[config.mk]
export PLATFORM = sky130hd
export DESIGN_NAME = pte_cell
export DESIGN_NICKNAME = d
export VERILOG_FILES = /design/src/design/pte_pkg.sv /design/src/design/pte_cell.sv
export SDC_FILE = /design/constraint.sdc
export NUM_CORES = 1
export LEC_CHECK = 0
export BUFFER_PORTS_ARGS = -buffer_cell sky130_fd_sc_hd__buf_4
export CAP_MARGIN = 20
export CORE_MARGIN = 3
export CORE_UTILIZATION = 30
export CTS_CLUSTER_SIZE = 16
export DETAILED_ROUTE_END_ITERATION = 6
export GPL_ROUTABILITY_DRIVEN = 0
export PLACE_DENSITY_LB_ADDON = 0.3
export SYNTH_ARGS = -nofsm -noshare
export SYNTH_HDL_FRONTEND = slang
export SYNTH_SLANG_ARGS = --single-unit
[constraint.sdc]
create_clock -name clk -period 6 [get_ports clk]
set_input_delay 0.9 -clock clk [delete_from_list [all_inputs] [get_ports clk]]
set_output_delay 0.9 -clock clk [all_outputs]
set_load 0.02 [all_outputs]
[src/design/pte_pkg.sv]
`default_nettype none
package pte_pkg;

  localparam int DEF_MAX_PIECES = 32;
  localparam int DEF_POS_BITS   = 24;
  localparam int FUNC_BITS      = 3;
  localparam int STATUS_BITS    = 2;
  localparam int COUNT_BITS     = 6;

  localparam logic [FUNC_BITS-1:0] FN_LOAD = 3'd0;
  localparam logic [FUNC_BITS-1:0] FN_INS  = 3'd1;
  localparam logic [FUNC_BITS-1:0] FN_ERA  = 3'd2;
  localparam logic [FUNC_BITS-1:0] FN_REP  = 3'd3;
  localparam logic [FUNC_BITS-1:0] FN_LOC  = 3'd4;
  localparam logic [FUNC_BITS-1:0] FN_READ = 3'd5;

  localparam logic [STATUS_BITS-1:0] ST_OK    = 2'd0;
  localparam logic [STATUS_BITS-1:0] ST_RANGE = 2'd1;
  localparam logic [STATUS_BITS-1:0] ST_FULL  = 2'd2;

  // per-cycle control broadcast to every cell of the chain
  typedef struct packed {
    logic shift;
    logic commit;
    logic wr_en;
  } pte_ctl_t;

endpackage
`default_nettype wire

[src/design/pte_cell.sv]
`default_nettype none
// One table slot: committed span (rotates with neighbors) plus a rebuild entry.
module pte_cell #(
  parameter int POS_BITS = pte_pkg::DEF_POS_BITS,
  parameter int CW = 6,
  parameter logic [CW-1:0] INDEX = '0
) (
  input  logic                clk,
  input  pte_pkg::pte_ctl_t   ctl,
  input  logic [CW-1:0]       wr_idx,
  input  logic                wr_src,
  input  logic [POS_BITS-1:0] wr_st,
  input  logic [POS_BITS-1:0] wr_ln,
  input  logic                nb_src,
  input  logic [POS_BITS-1:0] nb_st,
  input  logic [POS_BITS-1:0] nb_ln,
  output logic                old_src,
  output logic [POS_BITS-1:0] old_st,
  output logic [POS_BITS-1:0] old_ln
);
  logic                old_src_r, new_src_r;
  logic [POS_BITS-1:0] old_st_r, old_ln_r, new_st_r, new_ln_r;

  always_ff @(posedge clk) begin
    if (ctl.commit) begin
      old_src_r <= new_src_r;
      old_st_r  <= new_st_r;
      old_ln_r  <= new_ln_r;
    end else if (ctl.shift) begin
      old_src_r <= nb_src;
      old_st_r  <= nb_st;
      old_ln_r  <= nb_ln;
    end
  end

  always_ff @(posedge clk) begin
    if (ctl.wr_en && (wr_idx == INDEX)) begin
      new_src_r <= wr_src;
      new_st_r  <= wr_st;
      new_ln_r  <= wr_ln;
    end
  end

  assign old_src = old_src_r;
  assign old_st  = old_st_r;
  assign old_ln  = old_ln_r;
endmodule
`default_nettype wire

# ---- Word-level counts from Yosys, hierarchy flattened
# Cells that the tools add are included.
dict set report totals {
  ff_bits 98
  latch_bits 0
  ramBits 0
  rom_bits 0
  inputBits 108
  output_inout_bits 49
  wordCells 15
  n_memories 0
}
dict set report op_classes {
  n_addsub 0
  mul 0
  div 0
  order_cmp 0
  eq_ne 0
  shift 0
  muxes 6
  bitwise_logic 0
  reduce_logical 3
}
# op count
set op_table {}
lappend op_table {{$mux W24} 4}
lappend op_table {{$logic_not A6 Y1} 1}
lappend op_table {{$mux W1} 2}
lappend op_table {{$reduce_bool A2 Y1} 1}
lappend op_table {{$logic_and A1 B1 Y1} 1}

# ---- Longest topological paths before layout
dict set report depth {
  depth_word 2
  mapped_depth 3
  ltp_nobuf 2
}

# ---- Least setup slack after synthesis
# No wires, ideal clock.
dict set report synth_path {
  kind {input port to flip-flop}
  start {in wr_idx[2]}
  end {reg new_ln_r[0], enable pin}
  setup_time_ns 0.486
  t_arrival_ns 4.112
  required_ns 5.514
  setup_slack_ns 1.402
  cell_stages 2
  n_path_buf 0
  path_cell_list {or4b_1 > nor4_2}
}
dict set report synth_via {
  elab_chain_len 2
}
# item line
set synth_lines {}
lappend synth_lines {{from (decl)} pte_cell.sv:10} ;# input logic [CW-1:0] wr_idx,
lappend synth_lines {{$logic_not A6 Y1} pte_cell.sv:37} ;# if (ctl.wr_en && (wr_idx == INDEX)) begin
lappend synth_lines {{$logic_and A1 B1 Y1} pte_cell.sv:37}
lappend synth_lines {{to (signal assigned)} pte_cell.sv:40} ;# new_ln_r <= wr_ln;
lappend synth_lines {{to (decl)} pte_cell.sv:22} ;# logic [POS_BITS-1:0] old_st_r, old_ln_r, new_st_r, new_ln_r;
# Every way passes these cells.
# A chain may end at the register's enable or synchronous reset.

# ---- Worst setup path after layout
dict set report layout_path {
  start {in wr_idx[2]}
  end {reg new_st_r[15], enable pin}
}
dict set report layout_via {
  elab_chain_len 2
}
# item line
set layout_lines {}
lappend layout_lines {{$logic_not A6 Y1} pte_cell.sv:37}
lappend layout_lines {{$logic_and A1 B1 Y1} pte_cell.sv:37}
lappend layout_lines {{to (signal assigned)} pte_cell.sv:39} ;# new_st_r <= wr_st;
lappend layout_lines {{to (decl)} pte_cell.sv:22}
# Every way passes these cells.

==> qor.tcl <==
set qor(result_of_the_run) {completed}
set qor(power_report.internal_total_w) 0.00124
set qor(max_stage_delay_ns) 0.56
set qor(drt_first_pass_iters) 4
set qor(power.share.sequential_pct) 51.2
set qor(clock_sinks) 98
set qor(netlist_area_sq_um) 3550
set qor(postLayoutSetupSlackWorst_ns) 3.66
set qor(final_cell_count_no_fill) 467
set qor(first_global_vias) 2117
set qor(boundaryPins) 157
set qor(synth_seq_area_share_pct) 82.8
set qor(dp.cells) 451
set qor(synth_cells) 156
set qor(die_area_sq_um) 13200
set qor(remaining_drc_errors) 0
set qor(cell_chain_critical_path) {buf_4, or4b_1, nor4_4, buf_4}
set qor(cell_at_the_slowest_stage_of_the_critical_path) {or4b_1}
set qor(layout.filler_cells) 1034
set qor(tightest_slew_ns) 0.653
set qor(dpl_worst_slack_ns) 3.29
set qor(initial_core_util_pct) 30.9
set qor(combPwrFrac_pct) 10.4
set qor(num_antenna_cells) 0
set qor(area_of_the_multi_input_gates_sq_um) 589
set qor(fin_worst_skew_ns) 0.00349
set qor(rows) 39
set qor(min_path_type) {flip-flop to flip-flop}
set qor(power_density_nw_per_um2) 297
set qor(cts_tree) {yes}
set qor(htree_levels) 3
set qor(cts_buffer_depth) 2
set qor(vias_per_cell) 4.20
set qor(wl_per_cell_um) 15.0
set qor(irDropWorstVdd_mv) 0.152
set qor(combinational_family_with_the_most_area_after_synthesis) {multiplexers}
set qor(remaining_global_route_overflow) 0
set qor(p_sw_share_pct) 19.9
set qor(dp_hpwl_mm) 4.88
set qor(initial_antenna_violation_count) 0
set qor(path_clk_slew_ns) 0.06
set qor(vias_after_detailed_routing) 1963
set qor(ys_seq_elements) 98
set qor(worstPathArrival_ns) 2.30
set qor(placeableCoreArea_sq_um) 11500
set qor(vertical_die_dimension_um) 115
set qor(placed_area_sq_um) 4900
set qor(syn2layout_area_growth_pct) 46.5
set qor(placement.io_buffers) 156
set qor(grt_max_degree) 51
set qor(crit_top_cell) {buf_4}
set qor(final_area_sq_um) 5210
set qor(maximum_fanout_along_the_worst_path) 49
set qor(maxClockFrequency_ghz) 0.427
set qor(p_leak_nw) 2.05
set qor(synthesized_area_fraction_occupied_by_adder_cells_pct) 0
set qor(synth_fp_nets) 264
set qor(max-cap-violations) 0
set qor(timing.final.max_slew_violations) 0
set qor(layout-drive-gt1-share_pct) 67.6
set qor(cts_resized) 0
set qor(seq_area_sq_um) 2940
set qor(cts_hold_buf) 0
set qor(period_needed_ns) 2.34
set qor(cts_root_buf) {clkbuf_16}
set qor(ant_nets) 0
set qor(yosys_warning_total) 0
set qor(library_cells_used_by_synthesis) 7
set qor(synth_compound_gate_area_share_pct) 0
set qor(xor_xnor_share_of_the_synthesized_area_pct) 0
set qor(postSynthAreaPerCell_sq_um) 22.8
set qor(synth_mux_area_share_pct) 15.5
set qor(dieWidth_um) 115
set qor(postCtsSetupBuffers) 0
set qor(clkLatencyLatePin_ns) 0.33
set qor(final.setup.tns_ns) 0
set qor(timing.critical_path.to_type) {flip-flop}
set qor(grt_util_all_layers_pct) 10.6
set qor(synth-simple-area-share_pct) 0.810
set qor(setup.worst_path.start_class) {primary input}
set qor(final-hold-violation-count) 0
set qor(p_switching_w) 0.000308
set qor(drt_iter0_drc) 73
set qor(timing.final.setup_violations) 0
set qor(reg2reg_slack_ns) 5.10
set qor(routed_wl_mm) 7.00
set qor(timing.setup.critical_path_class) {primary input to flip-flop}
set qor(worst_ep_required_time_ns) 5.96
set qor(grt_first_pass_wirelength_mm) 10.6
set qor(pwr-share-clk_pct) 38.4
set qor(rsz0062_at_grt) {false}
set qor(total_cts_buffers) 9
set qor(relSlewSlack_pct) 56.5
set qor(min_period_over_period_pct) 39.0
set qor(layout.nets) 427
layout by cell type (no fill, tap or decap), drive strengths merged:
master and n:
buf 158, bufinv 2, clkbuf 10, clkinv 4, edfxtp 98, mux2 49
nor4 1, or2 1, or4b 1
through the flow:
stage	hold WS, ns	util (%)	power (W)
6_report	0.540	45.2	0.00155
5_1_grt	0.558	45.2	0.00161
4_1_cts	0.547	45.2	0.00157
3_5_place_dp	0.526	42.5	0.000972
3_3_place_gp	0.522	42.5	0.000970
2_1_floorplan	0.508	-	0.000872
worst max-delay path, delay by kind of cell:
kind,cells,cell delay (ns)
and+or+nand+nor,2,0.71
buffers and inverters,2,0.66
logic make-up after synthesis:
kind of cell           after synthesis
and+or+nand+nor                      3
DFF                                 98
buffers and inverters                6
muxes                               49
area by class of cell:
class	instances	area share (%)
Clock buffer	10	4.40
Clock inverter	6	1.56
Multi-Input combinational cell	52	11.3
Sequential cell	98	56.5
Tap cell	143	3.44
Timing Repair Buffer	158	22.8
sequential cells by signal (all words and copies together), names as in the netlist:
register / flops
new_st_r: 24
old_st: 24
old_src: 1
old_ln: 24
new_src_r: 1
new_ln_r: 24
routing by layer:
layer  routed length, um  track usage [%]  vias up  part of all wire (%)
li1                    -                -      945                     -
met1                2720             12.9      915                    39
met2                3410             16.9       95                    49
met3                 782             3.89        8                    11
met4                  89             4.93        0                   1.3
met5                   0                0        -                     0
synthesized netlist by cell type:
| library cell | number | area (sq um) |
|---|---|---|
| mux2_2 | 46 | 518 |
| buf_2 | 6 | 30.0 |
| mux2_1 | 3 | 33.8 |
| or2_2 | 1 | 6.26 |
| edfxtp_1 | 98 | 2940 |
| or4b_1 | 1 | 10.0 |
| nor4_2 | 1 | 12.5 |
worst paths after layout:
check | from | cells after the start | end
worst min-delay path | new_st_r[15]$_DFFE_PP_ | 1 | old_st[15]$_DFFE_PP_
worst max-delay path | wr_idx[2] | 4 | new_st_r[15]$_DFFE_PP_
worst min register to register | new_st_r[15]$_DFFE_PP_ | 1 | old_st[15]$_DFFE_PP_
worst max register to register | new_st_r[14]$_DFFE_PP_ | 1 | old_st[14]$_DFFE_PP_
power by group through the flow:
| stage | clock [W] | sequential, W | combinational, W |
|---|---|---|---|
| after floorplan | 0 | 0.000840 | 0.0000318 |
| after global placement | 0 | 0.000807 | 0.000163 |
| after detailed placement | 0 | 0.000808 | 0.000164 |
| after CTS | 0.000615 | 0.000793 | 0.000164 |
| after global routing | 0.000645 | 0.000795 | 0.000173 |
| final | 0.000593 | 0.000792 | 0.000161 |
(Power assumes the default switching activity.)
