<file path="config.mk">
export PLATFORM = sky130hd
export DESIGN_NAME = pte_merge
export DESIGN_NICKNAME = d
export VERILOG_FILES = /design/src/design/pte_pkg.sv /design/src/design/pte_merge.sv
export SDC_FILE = /design/constraint.sdc
export NUM_CORES = 1
export LEC_CHECK = 0
export CAP_MARGIN = 20
export CORE_MARGIN = 2
export CORE_UTILIZATION = 40
export DETAILED_ROUTE_END_ITERATION = 12
export DONT_BUFFER_PORTS = 1
export PLACE_DENSITY_LB_ADDON = 0.2
export SLEW_MARGIN = 10
export SYNTH_ARGS = -nofsm -noshare
export SYNTH_HDL_FRONTEND = slang
export SYNTH_SLANG_ARGS = --single-unit
</file>
<file path="constraint.sdc">
create_clock -name clk -period 4.1 [get_ports clk]
set_input_delay 0.205 -clock clk [delete_from_list [all_inputs] [get_ports clk]]
set_output_delay 0.205 -clock clk [all_outputs]
set_load 0.02 [all_outputs]
</file>
<file path="src/design/pte_pkg.sv">
`default_nettype none
package pte_pkg;

  localparam int DEF_MAX_PIECES = 32;
  localparam int DEF_POS_BITS   = 24;
  localparam int FUNC_BITS      = 3;
  localparam int STATUS_BITS    = 2;
  localparam int COUNT_BITS     = 6;

  localparam logic [FUNC_BITS-1:0] FN_LOAD = 3'd0;
  localparam logic [FUNC_BITS-1:0] FN_INS  = 3'd1;
  localparam logic [FUNC_BITS-1:0] FN_ERA  = 3'd2;
  localparam logic [FUNC_BITS-1:0] FN_REP  = 3'd3;
  localparam logic [FUNC_BITS-1:0] FN_LOC  = 3'd4;
  localparam logic [FUNC_BITS-1:0] FN_READ = 3'd5;

  localparam logic [STATUS_BITS-1:0] ST_OK    = 2'd0;
  localparam logic [STATUS_BITS-1:0] ST_RANGE = 2'd1;
  localparam logic [STATUS_BITS-1:0] ST_FULL  = 2'd2;

  // per-cycle control broadcast to every cell of the chain
  typedef struct packed {
    logic shift;
    logic commit;
    logic wr_en;
  } pte_ctl_t;

endpackage
`default_nettype wire

</file>
<file path="src/design/pte_merge.sv">
`default_nettype none
// Normalizer: drops nothing itself (pieces arrive non-empty), folds contiguous
// same-source pieces into a pending span and writes finished spans in order.
module pte_merge #(
  parameter int POS_BITS = pte_pkg::DEF_POS_BITS,
  parameter int CW = 6
) (
  input  logic                clk,
  input  logic                rst_n,
  input  logic                en,
  input  logic                clear,
  input  logic                flush,
  input  logic                pc_v,
  input  logic                pc_src,
  input  logic [POS_BITS-1:0] pc_st,
  input  logic [POS_BITS-1:0] pc_ln,
  output logic                wr_en,
  output logic [CW-1:0]       wr_idx,
  output logic                wr_src,
  output logic [POS_BITS-1:0] wr_st,
  output logic [POS_BITS-1:0] wr_ln,
  output logic [CW-1:0]       cnt
);
  logic                pv_r, ps_r;
  logic [POS_BITS-1:0] pst_r, pln_r;
  logic [CW-1:0]       cnt_r;
  logic                mrg_ok;

  assign mrg_ok = pv_r && (pc_src == ps_r) &&
                  (({1'b0, pst_r} + {1'b0, pln_r}) == {1'b0, pc_st});

  assign wr_en  = en && !clear && pv_r && ((pc_v && !mrg_ok) || (!pc_v && flush));
  assign wr_idx = cnt_r;
  assign wr_src = ps_r;
  assign wr_st  = pst_r;
  assign wr_ln  = pln_r;
  assign cnt    = cnt_r;

  always_ff @(posedge clk) begin
    if (!rst_n) begin
      pv_r  <= 1'b0;
      cnt_r <= '0;
    end else if (clear) begin
      pv_r  <= 1'b0;
      cnt_r <= '0;
    end else if (en) begin
      if (pc_v && !mrg_ok) begin
        pv_r <= 1'b1;
        if (pv_r) cnt_r <= cnt_r + 1'b1;
      end else if (!pc_v && flush && pv_r) begin
        pv_r  <= 1'b0;
        cnt_r <= cnt_r + 1'b1;
      end
    end
  end

  always_ff @(posedge clk) begin
    if (en && !clear && pc_v) begin
      if (mrg_ok) begin
        pln_r <= pln_r + pc_ln;
      end else begin
        ps_r  <= pc_src;
        pst_r <= pc_st;
        pln_r <= pc_ln;
      end
    end
  end
endmodule
`default_nettype wire

</file>
## After elaboration in Yosys (flattened, before gate mapping)

Index checks and enable logic that the tools add are counted.

| operators by class | value |
|---|---|
| add/sub/neg operators | 3 |
| equal/unequal tests | 3 |
| muxes and demuxes | 6 |
| bitwise gates (word level) | 2 |
| reduce and logical (&&, ||, !) cells | 18 |

Operators by type and width:

| kind | count |
|---|---|
| 24-bit by 24-bit adder with 25-bit output | 1 |
| 25-bit by 24-bit equality test with 1-bit output | 1 |
| 24-bit adder | 1 |
| 24-bit two-way mux | 1 |
| 6-bit two-way mux | 3 |
| 1-bit logical AND | 9 |
| 6-bit by 1-bit adder with 6-bit output, second input constant | 1 |
| 2-bit AND reduction | 2 |
| 1-bit logical NOT | 3 |
| 3-bit AND reduction | 1 |
| 1-bit two-way mux | 2 |
| 2-bit inequality test, second input constant | 1 |
| 1-bit NOT | 2 |
| 2-bit nonzero test | 1 |
| 2-bit OR reduction | 1 |
| 1-bit equality test | 1 |
| 1-bit logical OR | 1 |

| storage, ports and cells | value |
|---|---|
| flip-flop bits (word level) | 56 |
| input port bits | 55 |
| output and inout bits | 62 |
| logic and storage cells | 37 |

## Longest topological paths before layout

Gate-level depths: netlist of run 1.

| depth | value |
|---|---|
| depth in word-level cells | 7 |
| mapped depth | 14 |
| gate-level depth less buffers | 13 |

## Least setup slack after synthesis of run 1

No wires, ideal clock.

| timing path | value |
|---|---|
| path kind | register to register |
| start point | reg pln_r[5], in the netlist wr_ln[5] |
| end point | reg ps_r, in the netlist wr_src, enable pin |
| setup time | 0.410 ns |
| data arrival time | 3.981 ns |
| path slack | -0.291 ns |
| stages on the path, launching flop included | 13 |
| buffers on the path | 1 |
| path through | edfxtp_1 > ha_1 > nand2_1 > o31ai_4 > nand3_1 > a2111o_1 > or3_1 > nand4_1 > nor4_1 > nand4_1 > nor3_4 > buf_6 > nor2b_1 |

| between the ends | value |
|---|---|
| word-level cells in the longest chain between the ends | 5 |

RTL lines:

| item | RTL line | text |
|---|---|---|
| start, declared | pte_merge.sv:25 | `logic [POS_BITS-1:0] pst_r, pln_r;` |
| start signal, assigned | pte_merge.sv:60 | `pln_r <= pln_r + pc_ln;` |
| start signal, assigned | pte_merge.sv:64 | `pln_r <= pc_ln;` |
| 24-bit by 24-bit adder with 25-bit output | pte_merge.sv:30 | `(({1'b0, pst_r} + {1'b0, pln_r}) == {1'b0, pc_st});` |
| 25-bit by 24-bit equality test with 1-bit output | pte_merge.sv:30 |  |
| 1-bit logical AND | pte_merge.sv:29 | `assign mrg_ok = pv_r && (pc_src == ps_r) &&` |
| 1-bit NOT (no source line) | -- |  |
| 2-bit AND reduction (no source line) | -- |  |
| end signal, assigned | pte_merge.sv:62 | `ps_r <= pc_src;` |
| end, declared | pte_merge.sv:24 | `logic pv_r, ps_r;` |

Every way passes these cells.
A chain may end at the register's enable or synchronous reset.

## Final worst setup path of run 1

| timing path | value |
|---|---|
| start point | reg pln_r[0], in the netlist wr_ln[0] |
| end point | reg pln_r[14], in the netlist wr_ln[14] (data pin) |

| between the ends | value |
|---|---|
| word-level cells in the longest chain between the ends | 4 |
| elaborated cells between the ends (all ways) | 5 |

RTL lines:

| item | RTL line | text |
|---|---|---|
| 24-bit by 24-bit adder with 25-bit output | pte_merge.sv:30 |  |
| 25-bit by 24-bit equality test with 1-bit output | pte_merge.sv:30 |  |
| 1-bit logical AND | pte_merge.sv:29 |  |
| 24-bit two-way mux (*) | pte_merge.sv:59 | `if (mrg_ok) begin` |

Every way passes the cells marked *; elsewhere a longest branch is shown, timed or not.

==> reports/metrics.csv, run 1 <==
metric;value;unit
status;finished, final reports clean;
critPathKind;reg2reg;
arrival;4080;ps
min_period;4020;ps
synth_fp_nets;650;
synth_area_leaders;edfxtp_1 (28%), ha_1 (12%), xnor2_1 (6.0%);
die_y;118;um
ff_latch_area;1610;um2
avgRoutedWirePerCell;19.0;um
firstDrtPassIters;6;
ys_seq_area_frac;0.309;
rows;41;
cts_tree;built;
cp_max_fo;4;
worstPathRequired;4150;ps
synth_fa_ha_area_frac;0.123;
clk_latency;300;ps
yosys_most_used_dff;edfxtp_1;
peakVddDrop;0.000172;V
grt_pass1_vias;4498;
p_per_area;273;nW/um2
overflow;0;
end_kind;register;
final_cell_mix;buf_4 (55), edfxtp_1 (49), nor2_1 (42), ha_1 (42), a21oi_1 (40);
yosys.area.top_type;edfxtp_1;
drive_gt1_frac;0.191;
worst_pin_slew;794;ps
min_path_type;in2reg;
syn_area_per_cell;9.56;um2
yosys.area_share.simple;0.173;
clockBufferDepth;2;
cts_sinks;56;
gp_congestion;0.904;
start_util;0.411;
drc;0;
rsz0062_at_grt;true;
max_freq;0.249;GHz
root_buffer;clkbuf_16;
maxCapViolations;0;
areaGrowthSynthToFinish;23.2;%
critPathMaxStageDelay;390;ps
synth-seq-cells;56;
netlist_area;5210;um2
antenna_found_initial;0;
placed_area;5730;um2
die_width;118;um
p_leak;2.46;nW
multiInputGateArea;3590;um2
wl;15100;um
ys_warn_count;0;
skew;5.38;ps
drtAntennaViolNets;0;
grt_max_degree;18;
vias_per_cell;5.77;
design_area;6420;um2
cpMaxStageDelayCell;edfxtp_1;
finalHoldViolCount;0;
synthArstFlopShare;0;
layout.nets;728;
synth_cells;545;
io_pins;117;
numCtsBuffers;5;
core;12700;um2
maxSlewHeadroom;0.471;
setup_viol;0;
start_kind;register;
grt_util_all_layers;0.206;
slew_violations;0;
hpwl;11600;um
final_common_cell;buf_4;
initialDrtViolationCount;369;
synthMuxAreaShare;0.0663;
path_clk_slew;70;ps
numPortBuffers;0;
synth_edf_count;49;
post-route-util;0.507;
htreeDepth;2;
dieArea;14000;um2
n_fill_cell;1180;
synth_top_family_by_area;compound AO/OA/AOI/OAI gates;
synth_xor_area_frac;0.0907;
post-route-period-util;0.981;
num_vias;4589;
synth_compound_gate_area_share;0.206;
grt_pass1_wl;23300;um
synthDominantCellAreaShare;0.282;
worstPathCellList;ha_2 > fa_2 > a211oi_4 > o31ai_4 > buf_4 > a311oi_4 > buf_4 > nor2_4 > o2bb2ai_4 > nand4_1 > nor4_2 > nand4_1 > nor3_4 > buf_6 > clkbuf_16 > mux2_4;
synth.distinct_cells;74;
antenna_cells;0;
==> layout make-up <==
class,instances,area share
Clock buffer,7,0.0207
Multi-Input combinational cell,459,0.560
Inverter,13,0.00760
Timing Repair Buffer,88,0.127
Tap cell,172,0.0335
Clock inverter,1,0.000585
Sequential cell,56,0.251
==> synth_stat cells, types with 4 or more instances <==
library cell,number
nor2b_1,4
mux2_4,18
or3_1,11
xnor2_1,36
nor4_1,8
xor2_1,18
buf_4,7
nand2_1,37
nand4_1,11
a211o_1,7
mux2_2,4
o21ai_0,31
ha_1,48
and3_1,6
edfxtp_1,49
o211ai_1,7
dfxtp_1,7
nor3_1,15
nand2b_1,6
a21o_1,11
a21oi_1,40
and2_1,4
inv_1,13
o21a_1,6
nor2_1,43
nand3_1,15
a211oi_1,6
==> where the power goes <==
part	internal (mW)	switching, mW	leakage [nW]
clock network	0.226	0.199	0.0655
registers	0.647	0.0312	0.507
logic	0.294	0.358	1.89
total	1.17	0.588	2.46
==> through the flow <==
stage	worst slack (ps)	power, mW	TNS [ps]	hold WS (ps)	std cells
final	76.1	1.75	0	59.4	796
after global routing	-70.9	1.85	-1130	59.4	796
after CTS	60.8	1.73	0	53.5	783
after detailed placement	95.1	1.28	0	304	750
after global placement	83.5	1.27	0	304	750
after floorplan	184	1.12	0	304	545
==> layer usage <==
metal,GRT usage,vias to the layer above,wire length [um]
met3,0.0425,12,816
met4,0.0422,0,174
li1,-,2242,-
met2,0.349,137,7310
met1,0.273,2198,6810
met5,0,-,0
==> kinds of logic after synthesis <==
| kind of cell | count (synthesis) |
|---|---|
| multiplexers | 25 |
| AO/OA/AOI/OAI | 154 |
| buffers and inverters | 30 |
| adder cells (fa/ha/maj) | 50 |
| flip-flops | 56 |
| XOR/XNOR | 54 |
| AND/OR/NAND/NOR | 176 |
==> final timing paths <==
check	depth (start not counted)	slack (ps)	end	start
max	16	80	wr_ln[14]	wr_ln[0]
min	2	60	pv_r	pc_v
max reg2reg	16	80	wr_ln[14]	wr_ln[0]
min reg2reg	2	510	pv_r	pv_r
==> timing repair <==
item	4_1_cts	5_1_grt
resized for setup	1	32
endpoints found under the hold margin	25	0
endpoints found under the setup margin	1	49
setup buffers	0	11
hold buffers	25	0
gates cloned	0	2
pin swaps	0	12
==> flip-flops by register name, summed over array words and instances, names as in the netlist <==
register,flops
cnt,6
pv_r,1
wr_ln,24
wr_src,1
wr_st,24
==> worst max-delay path, delay by kind of cell, from the launching register on <==
| family | cells | cell delay (ps) |
|---|---|---|
| AO/OA/AOI/OAI | 4 | 900 |
| flip-flops | 1 | 390 |
| adder cells (fa/ha/maj) | 2 | 610 |
| buffers and inverters | 4 | 690 |
| AND/OR/NAND/NOR | 5 | 880 |
| multiplexers | 1 | 290 |
Power figures use the tool's default switching activity.
==> run 2: changes to the inputs <==
--- a/config.mk
+++ b/config.mk
@@ -6,8 +6,11 @@
 export NUM_CORES = 1
 export LEC_CHECK = 0
 export CAP_MARGIN = 20
+export CELL_PAD_IN_SITES_DETAIL_PLACEMENT = 2
+export CELL_PAD_IN_SITES_GLOBAL_PLACEMENT = 2
 export CORE_MARGIN = 2
-export CORE_UTILIZATION = 40
+export CORE_UTILIZATION = 36
+export CTS_BUF_LIST = sky130_fd_sc_hd__clkbuf_16
 export DETAILED_ROUTE_END_ITERATION = 12
 export DONT_BUFFER_PORTS = 1
 export PLACE_DENSITY_LB_ADDON = 0.2
==> reports/metrics.csv, run 2 (same netlist as run 1, synthesis figures left out) <==
metric;value;unit;change
avgRoutedWirePerCell;23.3;um;+23%
hpwl;14600;um;+26%
drive_gt1_frac;0.228;;+0.0373
drtAntennaViolNets;0;;unchanged
maxSlewHeadroom;0.489;;+0.0184
hold-worst-slack;73.8;ps;+14.3 ps
htreeDepth;2;;unchanged
fin_tns_setup;0;ps;unchanged
numPortBuffers;0;;unchanged
peakVddDrop;0.000159;V;-7.7%
clk_latency;310;ps;about the same
setup_viol;0;;unchanged
critPathKind;reg2out;;
cts_sinks;56;;unchanged
cp_max_fo;13;;+9
core;14000;um2;+10%
grt_max_degree;25;;+7
gp_congestion;0.859;;-5.0%
finalHoldViolCount;0;;unchanged
slew_violations;0;;unchanged
areaGrowthSynthToFinish;27.0;%;
max_freq;0.253;GHz;+1.9%
overflow;0;;unchanged
maxCapViolations;0;;unchanged
p_per_area;275;nW/um2;+0.70%
reg2reg_slack;150;ps;+80 ps
antenna_found_initial;0;;unchanged
grt_pass1_wl;30000;um;+29%
initialDrtViolationCount;264;;-28%
post-route-period-util;0.963;;-0.0184
numCtsBuffers;5;;unchanged
path_clk_slew;70;ps;about the same
cpMaxStageDelayCell;nor4bb_1;;
vias_per_cell;5.81;;+0.75%
drc;0;;unchanged
final_cell_mix;buf_4 (80), edfxtp_1 (49), ha_1 (46);;
status;finished, final reports clean;;
worstPathCellList;ha_4 > fa_2 > a211oi_4 > o31ai_4 > nand3_1 > a21boi_0 > o41ai_1 > xnor2_1 > nor4bb_1 > buf_4 > and3_4 > nor3_2;;
critPathMaxStageDelay;480;ps;+90 ps
die_y;124;um;+5.2%
final_common_cell;buf_4;;
cp_top_family;simple AND/OR/NAND/NOR gates;;
root_buffer;clkbuf_16;;
firstDrtPassIters;5;;-1
start_util;0.373;;-0.0387
num_vias;4815;;+4.9%
dieArea;15500;um2;+11%
die_width;124;um;+5.2%
skew;4.62;ps;-0.758 ps
antenna_cells;0;;unchanged
p_leak;2.60;nW;+5.7%
worst_pin_slew;761;ps;-33.1 ps
placed_area;5890;um2;+2.8%
io_pins;117;;unchanged
clockBufferDepth;2;;unchanged
rsz0062_at_grt;true;;
arrival;3740;ps;-340 ps
worstPathRequired;3890;ps;-260 ps
layout.nets;753;;+3.4%
wl;19300;um;+28%
design_area;6620;um2;+3.1%
end_kind;primary output;;
grt_util_all_layers;0.242;;+0.0353
path_buf_inv;1;;-3
min_path_type;in2reg;;
grt_pass1_vias;5357;;+19%
cts_tree;built;;
min_period;3950;ps;-75.2 ps
rows;43;;+4.9%
start_kind;register;;
-- run 2: changes by cell type in the layout (fill, tap and decap cells not counted), sizes merged --
cell	before	now
buf	61	85
clkbuf	9	7
inv	13	15
nor2b	4	5
-- run 2: metrics by stage --
stage	setup WS (ps)	power [mW]	util	instances
6_report	151	1.82	0.473	829
5_1_grt	-45.2	1.91	0.473	829
4_1_cts	4.16	1.80	0.450	813
3_5_place_dp	-3.18	1.34	0.421	779
3_3_place_gp	135	1.31	0.421	779
2_1_floorplan	184	1.12	-	545
-- run 2: power by group --
part,switching [mW],internal (mW)
Combinational,0.411,0.309
Clock,0.213,0.221
Sequential,0.0206,0.647
-- run 2: final timing paths --
path / to / cells after the start / from
setup reg to reg: wr_st[2] / 16 / wr_ln[0]
hold / removal: pv_r / 2 / pc_v
hold reg to reg: pv_r / 2 / pv_r
setup / recovery: wr_en / 12 / wr_ln[0]
-- run 2: repair_timing --
item | 4_1_cts | 5_1_grt
cloned | 1 | 2
pin swaps | 0 | 13
hold buffers | 25 | 0
buffers inserted | 0 | 14
resized for setup | 3 | 24
endpoints found under the hold margin | 25 | 0
setup endpoints to repair | 28 | 49
-- run 2: metal layers --
metal  share of wire  vias up  global-route usage
li1                -     2292                   -
met4           0.011        0              0.0549
met1            0.43     2403               0.297
met5               0        -                   0
met2            0.52      104               0.440
met3           0.038       16              0.0404
-- run 2: worst reg2reg max path: cells and delay by family, from the launching register on --
family	cells	cell delay, ps
xor+xnor	1	120
simple gates	5	880
buf+inv	4	610
flops	1	450
compound gates	4	1060
fa+ha+maj	2	590
-- run 2: final cells by class --
type                       instances  area, um2
multi-input combinational        460       3600
tap                              180        225
fill                            1497       7370
clock inverter                     3       11.3
timing repair buffer             112       1000
clock buffer                       5        125
sequential                        56       1610
inverter                          13       48.8
==> run 3: changes to the inputs <==
--- a/config.mk
+++ b/config.mk
@@ -14,6 +14,7 @@
 export DETAILED_ROUTE_END_ITERATION = 12
 export DONT_BUFFER_PORTS = 1
 export PLACE_DENSITY_LB_ADDON = 0.2
+export RECOVER_POWER = 25
 export SLEW_MARGIN = 10
 export SYNTH_ARGS = -nofsm -noshare
 export SYNTH_HDL_FRONTEND = slang
==> reports/metrics.csv, run 3 (same netlist as run 1, synthesis figures left out) <==
metric;value;unit;change
r2r_cells;16;;unchanged
layout.nets;753;;unchanged
end_kind;primary output;;
wl;19300;um;about the same
setup_viol;0;;unchanged
grt_max_degree;25;;unchanged
cpMaxStageDelayCell;nor4bb_1;;
antenna_found_initial;0;;unchanged
arrival;3750;ps;about the same
grt_pass1_wl;30000;um;unchanged
firstDrtPassIters;5;;unchanged
n_fill_cell;1499;;+0.13%
die_width;124;um;unchanged
drtAntennaViolNets;0;;unchanged
clk_latency;310;ps;about the same
dieArea;15500;um2;unchanged
maxCapViolations;1;;+1
initialDrtViolationCount;264;;unchanged
die_y;124;um;unchanged
timing.final.ws_setup;148;ps;-3.60 ps
setup.worst_path.start;wr_ln[0];;
dp_worst_setup_slack;-3.18;ps;unchanged
r2r-start;wr_ln[0];;
path_clk_slew;70;ps;about the same
skew;4.62;ps;-0.000310 ps
placed_cells;779;;unchanged
p_per_area;275;nW/um2;about the same
finalHoldViolCount;0;;unchanged
placed_area;5890;um2;unchanged
rsz0062_at_grt;true;;
gp_congestion;0.859;;unchanged
fin_tns_setup;0;ps;unchanged
reg2reg_to;wr_st[2];;
areaGrowthSynthToFinish;26.9;%;about the same
antenna_cells;0;;unchanged
overflow;0;;unchanged
path_buf_inv;1;;unchanged
min_period;3950;ps;+3.60 ps
crit_end;wr_en;;
vias_per_cell;5.82;;+0.12%
min_path_type;in2reg;;
final_cell_mix;buf_4 (79), edfxtp_1 (49), ha_1 (46);;
critPathKind;reg2out;;
ff_latch_area;1610;um2;unchanged
start_util;0.373;;unchanged
violations;capacitance limit, slew limit;;
start_kind;register;;
worstPathRequired;3890;ps;about the same
io_pins;117;;unchanged
cp_max_fo;13;;unchanged
final_common_cell;buf_4;;
core;14000;um2;unchanged
worstPathCellList;ha_4 > fa_2 > a211oi_4 > o31ai_4 > nand3_1 > a21boi_0 > o41ai_1 > xnor2_1 > nor4bb_1 > buf_4 > and3_4 > nor3_2;;
reg2reg_slack;150;ps;about the same
fin_cells;829;;unchanged
peakVddDrop;0.000159;V;about the same
numPortBuffers;0;;unchanged
p_leak;2.60;nW;-0.16%
cts_tree;built;;
drc;0;;unchanged
status;finished, violations left;;
multiInputGateArea;3600;um2;unchanged
htreeDepth;2;;unchanged
maxSlewHeadroom;-0.105;;-0.594
grt_util_all_layers;0.242;;unchanged
hpwl;14600;um;unchanged
cp_top_family;simple AND/OR/NAND/NOR gates;;
post-route-period-util;0.964;;about the same
max_freq;0.253;GHz;about the same
crit_cells;12;;unchanged
num_vias;4821;;+0.12%
slew_violations;25;;+25
critPathMaxStageDelay;480;ps;about the same
total_power;1.82;mW;about the same
avgRoutedWirePerCell;23.3;um;about the same
numCtsBuffers;5;;unchanged
worst_pin_slew;1660;ps;+897 ps
drive_gt1_frac;0.227;;-0.00154
cts_sinks;56;;unchanged
clockBufferDepth;2;;unchanged
design_area;6620;um2;about the same
root_buffer;clkbuf_16;;
grt_pass1_vias;5357;;unchanged
rows;43;;unchanged
run 3: cell count changes in the layout (fill, tap and decap cells not counted):
cell and delta:
buf_4 -1, clkbuf_1 +1
run 3: where the power goes:
part / internal (mW) / total, mW / switching [mW] / leakage (nW)
Combinational: 0.309 / 0.720 / 0.411 / 2.02
Clock: 0.221 / 0.434 / 0.213 / 0.0738
Sequential: 0.647 / 0.668 / 0.0207 / 0.507
run 3: stage by stage:
| stage | util | hold WS [ps] |
|---|---|---|
| after global routing | 0.473 | 68.7 |
| after detailed placement | 0.421 | 304 |
| final | 0.473 | 73.9 |
| after global placement | 0.421 | 304 |
| after CTS | 0.450 | 66.7 |
| after floorplan | - | 304 |
run 3: worst min path at each step:
| stage | from | endpoint | slack, ps | cells after the start |
|---|---|---|---|---|
| 6_report | pc_v | pv_r | 70 | 2 |
| 5_1_grt | pc_v | pv_r | 70 | 2 |
| 4_1_cts | pc_v | pv_r | 70 | 2 |
| 3_5_place_dp | pc_src | wr_src | 300 | 0 |
| 3_3_place_gp | pc_st[23] | wr_st[23] | 300 | 0 |
| 2_1_floorplan | pc_src | wr_src | 300 | 0 |
run 3: layout make-up:
| type | count | share of cell area |
|---|---|---|
| Clock buffer | 5 | 0.0189 |
| Clock inverter | 3 | 0.00170 |
| Inverter | 13 | 0.00738 |
| Multi-Input combinational cell | 460 | 0.544 |
| Sequential cell | 56 | 0.244 |
| Tap cell | 180 | 0.0340 |
| Timing Repair Buffer | 112 | 0.151 |
run 3: what timing repair did:
action                     in CTS  in global routing
cloned                          1                  2
gates resized for setup         3                 24
hold endpoints to repair       25                  0
pin swaps                       0                 13
hold buffers                   25                  0
buffers inserted                0                 14
setup endpoints to repair      28                 49
run 3: routing by layer:
layer | vias up | wire length [um] | track usage | part of all wire
li1 | 2293 | - | - | -
met1 | 2407 | 8290 | 0.297 | 0.43
met2 | 105 | 10100 | 0.440 | 0.52
met3 | 16 | 734 | 0.0404 | 0.038
met4 | 0 | 214 | 0.0549 | 0.011
met5 | - | 0 | 0 | 0
